<file path="src/rtl/sspr_pkg.sv">
// Package for the servo status packet receiver.
// Holds the item and result word types, phase enum, codes and reset values.
// No dependencies; every rtl file refers to it by scoped names.
package sspr_pkg;

	// Item kinds.
	localparam logic [1:0] KIND_START = 2'd0;
	localparam logic [1:0] KIND_BYTE  = 2'd1;
	localparam logic [1:0] KIND_TICK  = 2'd2;

	// Final status codes.
	localparam logic [2:0] ST_OK       = 3'd0;
	localparam logic [2:0] ST_TIMEOUT  = 3'd1;
	localparam logic [2:0] ST_WRONG_ID = 3'd2;
	localparam logic [2:0] ST_LEN_SHORT = 3'd3;
	localparam logic [2:0] ST_COUNT_MISMATCH = 3'd4;
	localparam logic [2:0] ST_BAD_CHECKSUM = 3'd5;
	localparam logic [2:0] ST_DEVICE_ERROR = 3'd6;

	// Configuration register indexes.
	localparam logic REG_HEADER_BYTE = 1'b0;
	localparam logic REG_TICK_LIMIT  = 1'b1;

	// Register reset values.
	localparam logic [7:0]  HEADER_BYTE_RESET = 8'h55;
	localparam logic [15:0] TICK_LIMIT_RESET  = 16'd50;

	typedef enum logic [2:0] {
		PH_IDLE  = 3'd0,
		PH_HUNT1 = 3'd1,
		PH_HUNT2 = 3'd2,
		PH_ID    = 3'd3,
		PH_LEN   = 3'd4,
		PH_ERR   = 3'd5,
		PH_PARAM = 3'd6,
		PH_SUM   = 3'd7
	} phase_t;

	typedef struct packed {
		logic [1:0] kind;
		logic [7:0] byte_value;
		logic [7:0] servo_id;
		logic [7:0] expected_count;
	} item_t;

	typedef struct packed {
		logic       is_final;
		logic [7:0] param_index;
		logic [7:0] param_byte;
		logic [2:0] status;
		logic [7:0] device_error;
	} result_t;

endpackage

</file>
<file path="src/rtl/sspr_in_reg.sv">
// Input stage of the servo status packet receiver.
// Registers one accepted input word and holds it until the parser takes it.
// Depends on sspr_pkg.
module sspr_in_reg (
	input  logic           clk,
	input  logic           arst_n,
	input  logic           in_valid,
	output logic           in_stall,
	input  sspr_pkg::item_t in_item,
	input  logic           advance,
	output logic           item_valid,
	output sspr_pkg::item_t item
);

	logic            valid_s1;
	sspr_pkg::item_t item_s1;

	// The stage can refill in the same cycle that its word moves on.
	assign in_stall   = valid_s1 && !advance;
	assign item_valid = valid_s1;
	assign item       = item_s1;

	always_ff @(posedge clk or negedge arst_n) begin
		if (!arst_n) begin
			valid_s1 <= 1'b0;
		end else if (in_valid && !in_stall) begin
			valid_s1 <= 1'b1;
		end else if (advance) begin
			valid_s1 <= 1'b0;
		end
	end

	always_ff @(posedge clk) begin
		if (in_valid && !in_stall) begin
			item_s1 <= in_item;
		end
	end

endmodule

</file>
<file path="src/rtl/sspr_parser.sv">
// Packet parser of the servo status packet receiver.
// Holds the reception state and works out the result of one word per cycle while its word advances.
// Depends on sspr_pkg.
module sspr_parser (
	input  logic              clk,
	input  logic              arst_n,
	input  logic              advance,
	input  sspr_pkg::item_t   item,
	input  logic [7:0]        header_byte,
	input  logic [15:0]       tick_limit,
	output logic              res_valid,
	output sspr_pkg::result_t res
);

	sspr_pkg::phase_t phase_q, phase_d;
	logic [7:0]  want_id_q, want_id_d;
	logic [7:0]  want_count_q, want_count_d;
	logic [7:0]  got_id_q, got_id_d;
	logic [7:0]  sum_q, sum_d;
	logic [7:0]  error_byte_q, error_byte_d;
	logic [7:0]  byte_count_q, byte_count_d;
	logic [15:0] time_left_q, time_left_d;

	logic       emit_final;
	logic       emit_param;
	logic [2:0] final_status;
	logic [7:0] len_minus2;
	logic [7:0] count_inc;
	logic       active;

	assign len_minus2 = item.byte_value - 8'd2;
	assign count_inc  = byte_count_q + 8'd1;
	assign active     = (phase_q != sspr_pkg::PH_IDLE);

	// Next state and the kind of result this word causes.
	always_comb begin
		phase_d      = phase_q;
		want_id_d    = want_id_q;
		want_count_d = want_count_q;
		got_id_d     = got_id_q;
		sum_d        = sum_q;
		error_byte_d = error_byte_q;
		byte_count_d = byte_count_q;
		time_left_d  = time_left_q;
		emit_final   = 1'b0;
		emit_param   = 1'b0;
		final_status = sspr_pkg::ST_OK;
		if (advance) begin
			if (item.kind == sspr_pkg::KIND_START) begin
				want_id_d    = item.servo_id;
				want_count_d = item.expected_count;
				got_id_d     = 8'd0;
				sum_d        = 8'd0;
				error_byte_d = 8'd0;
				byte_count_d = 8'd0;
				time_left_d  = tick_limit;
				phase_d      = sspr_pkg::PH_HUNT1;
			end else if (active && item.kind == sspr_pkg::KIND_TICK) begin
				// A zero timeout behaves as a single tick.
				if (time_left_q <= 16'd1) begin
					time_left_d  = 16'd0;
					emit_final   = 1'b1;
					final_status = sspr_pkg::ST_TIMEOUT;
				end else begin
					time_left_d = time_left_q - 16'd1;
				end
			end else if (active && item.kind == sspr_pkg::KIND_BYTE) begin
				unique case (phase_q)
					sspr_pkg::PH_HUNT1: begin
						if (item.byte_value == header_byte) begin
							phase_d = sspr_pkg::PH_HUNT2;
						end
					end
					sspr_pkg::PH_HUNT2: begin
						phase_d = (item.byte_value == header_byte) ?
							sspr_pkg::PH_ID : sspr_pkg::PH_HUNT1;
					end
					sspr_pkg::PH_ID: begin
						got_id_d = item.byte_value;
						phase_d  = sspr_pkg::PH_LEN;
					end
					sspr_pkg::PH_LEN: begin
						if (got_id_q != want_id_q) begin
							emit_final   = 1'b1;
							final_status = sspr_pkg::ST_WRONG_ID;
						end else if (item.byte_value < 8'd2) begin
							emit_final   = 1'b1;
							final_status = sspr_pkg::ST_LEN_SHORT;
						end else if (len_minus2 != want_count_q) begin
							emit_final   = 1'b1;
							final_status = sspr_pkg::ST_COUNT_MISMATCH;
						end else begin
							sum_d   = got_id_q + item.byte_value;
							phase_d = sspr_pkg::PH_ERR;
						end
					end
					sspr_pkg::PH_ERR: begin
						error_byte_d = item.byte_value;
						sum_d        = sum_q + item.byte_value;
						byte_count_d = 8'd0;
						phase_d      = (want_count_q == 8'd0) ?
							sspr_pkg::PH_SUM : sspr_pkg::PH_PARAM;
					end
					sspr_pkg::PH_PARAM: begin
						emit_param   = 1'b1;
						sum_d        = sum_q + item.byte_value;
						byte_count_d = count_inc;
						if (count_inc >= want_count_q) begin
							phase_d = sspr_pkg::PH_SUM;
						end
					end
					sspr_pkg::PH_SUM: begin
						emit_final = 1'b1;
						if (item.byte_value != ~sum_q) begin
							final_status = sspr_pkg::ST_BAD_CHECKSUM;
						end else if (error_byte_q != 8'd0) begin
							final_status = sspr_pkg::ST_DEVICE_ERROR;
						end else begin
							final_status = sspr_pkg::ST_OK;
						end
					end
					default: begin
						phase_d = phase_q;
					end
				endcase
			end
			if (emit_final) begin
				phase_d = sspr_pkg::PH_IDLE;
			end
		end
	end

	// Result word.
	always_comb begin
		res_valid = emit_final || emit_param;
		res       = '0;
		if (emit_final) begin
			res.is_final     = 1'b1;
			res.status       = final_status;
			res.device_error = error_byte_q;
		end else if (emit_param) begin
			res.param_index = byte_count_q;
			res.param_byte  = item.byte_value;
		end
	end

	always_ff @(posedge clk or negedge arst_n) begin
		if (!arst_n) begin
			phase_q <= sspr_pkg::PH_IDLE;
		end else begin
			phase_q <= phase_d;
		end
	end

	// Everything below is only read after a start word has loaded it.
	always_ff @(posedge clk) begin
		want_id_q    <= want_id_d;
		want_count_q <= want_count_d;
		got_id_q     <= got_id_d;
		sum_q        <= sum_d;
		error_byte_q <= error_byte_d;
		byte_count_q <= byte_count_d;
		time_left_q  <= time_left_d;
	end

	a_param_only_in_param_phase: assert property (@(posedge clk) disable iff (!arst_n)
		(res_valid && !res.is_final) |-> (phase_q == sspr_pkg::PH_PARAM))
		else $error("parameter word produced outside the parameter phase");

	a_final_returns_idle: assert property (@(posedge clk) disable iff (!arst_n)
		(res_valid && res.is_final) |=> (phase_q == sspr_pkg::PH_IDLE))
		else $error("final status did not end reception");

	a_start_arms_hunt: assert property (@(posedge clk) disable iff (!arst_n)
		(advance && item.kind == sspr_pkg::KIND_START) |=>
		(phase_q == sspr_pkg::PH_HUNT1 && byte_count_q == 8'd0))
		else $error("start word did not arm the header hunt");

	a_no_result_when_idle: assert property (@(posedge clk) disable iff (!arst_n)
		(phase_q == sspr_pkg::PH_IDLE) |-> !res_valid)
		else $error("result produced while idle");

endmodule

</file>
<file path="src/rtl/sspr_out_reg.sv">
// Output stage of the servo status packet receiver.
// Result register that holds a word until the receiver takes it.
// Depends on sspr_pkg.
module sspr_out_reg (
	input  logic              clk,
	input  logic              arst_n,
	input  logic              advance,
	input  logic              res_valid,
	input  sspr_pkg::result_t res,
	output logic              out_valid,
	input  logic              out_stall,
	output sspr_pkg::result_t out_res
);

	logic              valid_q;
	sspr_pkg::result_t res_q;

	assign out_valid = valid_q;
	assign out_res   = res_q;

	// The parser only advances when this register is empty or being emptied.
	always_ff @(posedge clk or negedge arst_n) begin
		if (!arst_n) begin
			valid_q <= 1'b0;
		end else if (advance) begin
			valid_q <= res_valid;
		end else if (!out_stall) begin
			valid_q <= 1'b0;
		end
	end

	always_ff @(posedge clk) begin
		if (advance && res_valid) begin
			res_q <= res;
		end
	end

endmodule

</file>
<file path="src/rtl/servo_status_packet_receiver_core.sv">
// Top level of the servo status packet receiver.
// Holds the configuration registers and joins input stage, parser and output stage.
// Depends on sspr_pkg, sspr_in_reg, sspr_parser and sspr_out_reg.
//
// The input channel (in_valid, in_stall) carries one word per handshake. A start
// word (kind 0) arms reception with the servo id and parameter count and loads
// the timeout; byte words (kind 1) feed the serial stream; tick words (kind 2)
// count the millisecond timeout down. The output channel (out_valid, out_stall)
// returns one word per parameter byte and one final status word per packet.
// Words that cause no result (header, id and error bytes, a length byte that passes
// its checks, ticks before the timeout, anything while idle) are absorbed silently.
// Each word is registered in the input register and its result in the output register.
// One word is taken per cycle while the output side is not stalled. With a
// full, stalled result register the input register still takes one more word
// before in_stall rises.
// Reset (arst_n low) empties both registers, returns the parser to idle and loads
// header byte 0x55 and a 50 tick timeout. The configuration port writes
// header_byte (index 0) or tick_limit (index 1) on any cycle with cfg_we high;
// it is meant to be used while no packet is in progress.
module servo_status_packet_receiver_core (
	input  logic        clk,
	input  logic        arst_n,
	input  logic        in_valid,
	output logic        in_stall,
	input  logic [1:0]  kind,
	input  logic [7:0]  byte_value,
	input  logic [7:0]  servo_id,
	input  logic [7:0]  expected_count,
	output logic        out_valid,
	input  logic        out_stall,
	output logic        is_final,
	output logic [7:0]  param_index,
	output logic [7:0]  param_byte,
	output logic [2:0]  status,
	output logic [7:0]  device_error,
	input  logic        cfg_we,
	input  logic        cfg_index,
	input  logic [15:0] cfg_data
);

	logic [7:0]  header_byte_q;
	logic [15:0] tick_limit_q;

	sspr_pkg::item_t   in_item;
	sspr_pkg::item_t   item;
	sspr_pkg::result_t res;
	sspr_pkg::result_t out_res;
	logic              item_valid;
	logic              res_valid;
	logic              advance;

	// Configuration registers.
	always_ff @(posedge clk or negedge arst_n) begin
		if (!arst_n) begin
			header_byte_q <= sspr_pkg::HEADER_BYTE_RESET;
			tick_limit_q  <= sspr_pkg::TICK_LIMIT_RESET;
		end else if (cfg_we) begin
			unique case (cfg_index)
				sspr_pkg::REG_HEADER_BYTE: header_byte_q <= cfg_data[7:0];
				sspr_pkg::REG_TICK_LIMIT:  tick_limit_q  <= cfg_data;
				default: header_byte_q <= header_byte_q;
			endcase
		end
	end

	assign in_item.kind           = kind;
	assign in_item.byte_value     = byte_value;
	assign in_item.servo_id       = servo_id;
	assign in_item.expected_count = expected_count;

	// The held word moves through the parser whenever the result register can
	// take whatever it produces.
	assign advance = item_valid && (!out_valid || !out_stall);

	sspr_in_reg u_in_reg (
		.clk        (clk),
		.arst_n     (arst_n),
		.in_valid   (in_valid),
		.in_stall   (in_stall),
		.in_item    (in_item),
		.advance    (advance),
		.item_valid (item_valid),
		.item       (item)
	);

	sspr_parser u_parser (
		.clk         (clk),
		.arst_n      (arst_n),
		.advance     (advance),
		.item        (item),
		.header_byte (header_byte_q),
		.tick_limit  (tick_limit_q),
		.res_valid   (res_valid),
		.res         (res)
	);

	sspr_out_reg u_out_reg (
		.clk       (clk),
		.arst_n    (arst_n),
		.advance   (advance),
		.res_valid (res_valid),
		.res       (res),
		.out_valid (out_valid),
		.out_stall (out_stall),
		.out_res   (out_res)
	);

	assign is_final     = out_res.is_final;
	assign param_index  = out_res.param_index;
	assign param_byte   = out_res.param_byte;
	assign status       = out_res.status;
	assign device_error = out_res.device_error;

endmodule
</file>
<file path="config.mk">
export PLATFORM = sky130hd
export DESIGN_NAME = servo_status_packet_receiver_core
export DESIGN_NICKNAME = d
export VERILOG_FILES = /design/src/rtl/sspr_pkg.sv /design/src/rtl/sspr_in_reg.sv /design/src/rtl/sspr_parser.sv /design/src/rtl/sspr_out_reg.sv /design/src/rtl/servo_status_packet_receiver_core.sv
export SDC_FILE = /design/constraint.sdc
export NUM_CORES = 1
export LEC_CHECK = 0
export BUFFER_PORTS_ARGS = -buffer_cell sky130_fd_sc_hd__buf_2
export CAP_MARGIN = 20
export CORE_ASPECT_RATIO = 1.2
export CORE_MARGIN = 2
export CORE_UTILIZATION = 59
export CTS_CLUSTER_SIZE = 28
export DETAILED_ROUTE_END_ITERATION = 8
export PLACE_DENSITY_LB_ADDON = 0.2
export SLEW_MARGIN = 0
export SYNTH_ARGS = -nofsm -noshare
export SYNTH_HDL_FRONTEND = slang
export SYNTH_SLANG_ARGS = --single-unit
</file>
<file path="constraint.sdc">
create_clock -name clk -period 3.7 [get_ports clk]
set_input_delay 0.185 -clock clk [delete_from_list [all_inputs] [get_ports clk]]
set_output_delay 0.185 -clock clk [all_outputs]
set_load 0.01 [all_outputs]
</file>
==> flow_summary.json <==
{
  "status": "finished clean",
  "placedCellCount": 759,
  "p_leak_nw": 3.334,
  "rows": 43,
  "drc": 0,
  "io_buffers": 77,
  "rsz0062_at_grt": "false",
  "fillers": 744,
  "clock_path_buffers": 2,
  "grt_max_degree": 30,
  "wire_per_inst_microns": 17.61,
  "routabilityCongestion": 0.9489,
  "antenna_cells": 0,
  "tightest_slew_ns": 0.8976,
  "postRouteAntennaNets": 0,
  "grt_pass1_wl_microns": 23090,
  "grt_pass1_vias": 4665,
  "cp.required_ns": 3.84,
  "yosys_warnings": 0,
  "htree_levels": 4,
  "timing.setup.tns_ns": 0,
  "synth_top_area_share_pct": 50.72,
  "final_hold_viol_count": 0,
  "ys_ff_latch": 147,
  "crit_fanout": 10,
  "clock_skew_ns": 0.01044,
  "clock.fmax_ghz": 0.3047,
  "slew_headroom_pct": 40.10,
  "die_h_microns": 123.2,
  "syn-num-nets": 605,
  "final_max_slew_viol_count": 0,
  "worst-endpoint-arrival_ns": 3.42,
  "fin_crit_ns": 3.281,
  "firstDrtPassIters": 5,
  "ioPinCount": 78,
  "vias_per_cell": 5.614,
  "synth_ff_type": "edfxtp_1",
  "area_delta_synth_final_pct": 22.31,
  "setup_viol": 0,
  "clock_sinks": 147,
  "layout-drive-gt1-share_pct": 26.00,
  "maxCapViolations": 0,
  "drtIter0Drc": 256,
  "wl_met3_microns": 669,
  "hpwlAfterDp_microns": 9950,
  "core_sq_um": 11570,
  "clock_latency_ns": 0.43,
  "fin_cells": 830,
  "cts_resized": 0,
  "postSynthCellCount": 537,
  "track_usage_pct": 24.63,
  "cts_tree": "yes",
  "synth_edf_count": 118,
  "cts.clk_slew.worst_paths_ns": 0.07,
  "cts_made_buffers": 17,
  "synth.area.top_cells": "edfxtp_1, dfrtp_1, mux2_2",
  "endpoint_kind": "register",
  "dr.max_layer_used": "met4",
  "synth_area_per_cell_sq_um": 13.01,
  "crit_type": "reg -> reg",
  "min_period_over_period_pct": 88.69,
  "netlist_area_sq_um": 6987,
  "die_area_sq_um": 12730,
  "drt-met1-wl_microns": 5728,
  "die_x_microns": 103.3,
  "grt_overflow_total": 0,
  "antenna_found_initial": 0,
  "wl_met2_microns": 7706,
  "synth_async_sr_flop_share_pct": 19.73,
  "totalWireLength_microns": 14610,
  "root_buffer": "clkbuf_16",
  "num_vias": 4660,
  "irDropWorstVdd_mv": 0.3667,
  "yosysUniqueCellTypes": 54,
  "initial_core_util_pct": 60.40,
  "critPathLaunchType": "register",
  "synth_top_cell_by_area": "edfxtp_1",
  "yosysSeqAreaShare_pct": 61.23,
  "power_density_nw_per_um2": 595.8,
  "nets": 728,
  "hold_class": "in -> reg"
}
-- cells in the final DEF (no fill, tap or decap), types with 5 or more instances in the layout --
cell type / instances
xnor2_1: 23
dlygate4sd3_1: 38
buf_4: 8
inv_6: 5
nand3_1: 14
dfstp_2: 7
edfxtp_1: 118
clkbuf_16: 20
inv_1: 18
ha_1: 19
mux2_2: 31
nor2b_1: 21
nor4_1: 11
nor3_1: 13
a21oi_1: 14
and2_1: 15
o31ai_1: 9
o21ai_0: 12
xor2_1: 37
dfrtp_1: 22
nor2_1: 35
a21o_1: 9
buf_2: 77
nand2_1: 38
-- final cells by class --
| type | count | area (sq um) | share of cell area, % |
|---|---|---|---|
| multi-input combinational | 352 | 2544 | 29.77 |
| timing repair buffer | 124 | 853.3 | 9.985 |
| inverter | 18 | 67.56 | 0.7906 |
| clock inverter | 10 | 78.83 | 0.9224 |
| clock buffer | 22 | 528.0 | 6.179 |
| sequential | 147 | 4278 | 50.06 |
| tap | 157 | 196.4 | 2.299 |
-- cells by family after synthesis --
logic type | synth area share [%]
multiplexers | 5.354
adder cells (fa/ha/maj) | 3.689
AO/OA/AOI/OAI | 5.928
flip-flops | 61.23
XOR/XNOR | 7.521
AND/OR/NAND/NOR | 13.81
buffers and inverters | 2.471
-- routing by layer --
metal  vias up  track usage, %
li1       2192               -
met1      2241           29.42
met2       183           42.78
met3        44           4.296
met4         0           11.76
met5         -               0
-- path summary, 6_finish.rpt --
check                                          from               endpoint  slack [ns]  cells past startpoint
worst max-delay path            u_parser.phase_q[0]      u_parser.sum_q[7]        0.42                     12
worst min-delay path                    cfg_data[3]        tick_limit_q[3]        0.01                      2
worst max register to register  u_parser.phase_q[0]      u_parser.sum_q[7]        0.42                     12
worst min register to register    u_in_reg.item[13]  u_parser.want_id_q[5]        0.42                      0
max in group asynchronous                    arst_n    u_out_reg.out_valid        2.94                      2
min in group asynchronous                    arst_n        tick_limit_q[6]        0.32                      2
-- synth_stat cells, drive strengths merged (7+ instances only) --
cell and number:
buf 10, o31ai 9, nor3 13, xor2 37
ha 19, nor2 36, mux2 32, inv 18
a21o 9, nand2 38, and2 17, dfstp 7
nor4 14, nand3 14, xnor2 23, edfxtp 118
o21ai 13, nor2b 21, dfrtp 22, clkbuf 10
a21oi 15
-- metrics by stage --
| step | worst slack (ns) | hold slack [ns] | total power, mW | util [%] | area (sq um) |
|---|---|---|---|---|---|
| 3_3_place_gp | 0.5752 | 0.2509 | 3.276 | 65.11 | 7531 |
| 3_5_place_dp | 0.4502 | 0.2487 | 3.337 | 65.11 | 7531 |
| 4_1_cts | 0.4233 | 0.001764 | 5.079 | 73.64 | 8518 |
| 6_report | 0.4185 | 0.009560 | 5.091 | 73.88 | 8546 |
| 5_1_grt | 0.2113 | 0.009721 | 5.308 | 73.88 | 8546 |
| 2_1_floorplan | 0.5304 | -0.1106 | 3.045 | - | 6987 |
-- state kept, by name, indices dropped and copies added, names as in the netlist, 8 cells and up --
name,flops
u_parser.want_id_q,8
u_parser.error_byte_q,8
u_in_reg.item,26
u_parser.got_id_q,8
u_out_reg.out_res,28
u_parser.time_left_q,16
header_byte_q,8
tick_limit_q,16
u_parser.byte_count_q,8
u_parser.sum_q,8
u_parser.want_count_q,8
-- worst max-delay path, stage by stage, from the launching register on --
cell and delay (ns):
dfrtp_1 0.50, or2_2 0.37, nand3_1 0.18, buf_4 0.20, mux2_2 0.38, ha_1 0.28
a21o_1 0.16, a21o_1 0.19, a21o_1 0.17, a21oi_1 0.20, o21ai_0 0.14, xnor2_1 0.17
nor2_1 0.06
-- power by group --
group          leakage [nW]  internal (mW)  switching, mW
clock                 0.305           1.03          0.690
sequential             1.43           2.07          0.181
combinational          1.60          0.527          0.595
-- timing repair --
action | 4_1_cts | 5_1_grt
hold buffers | 38 | 0
hold endpoints to repair | 60 | 0
buffers inserted | 0 | 0
Power figures use the tool's default switching activity.
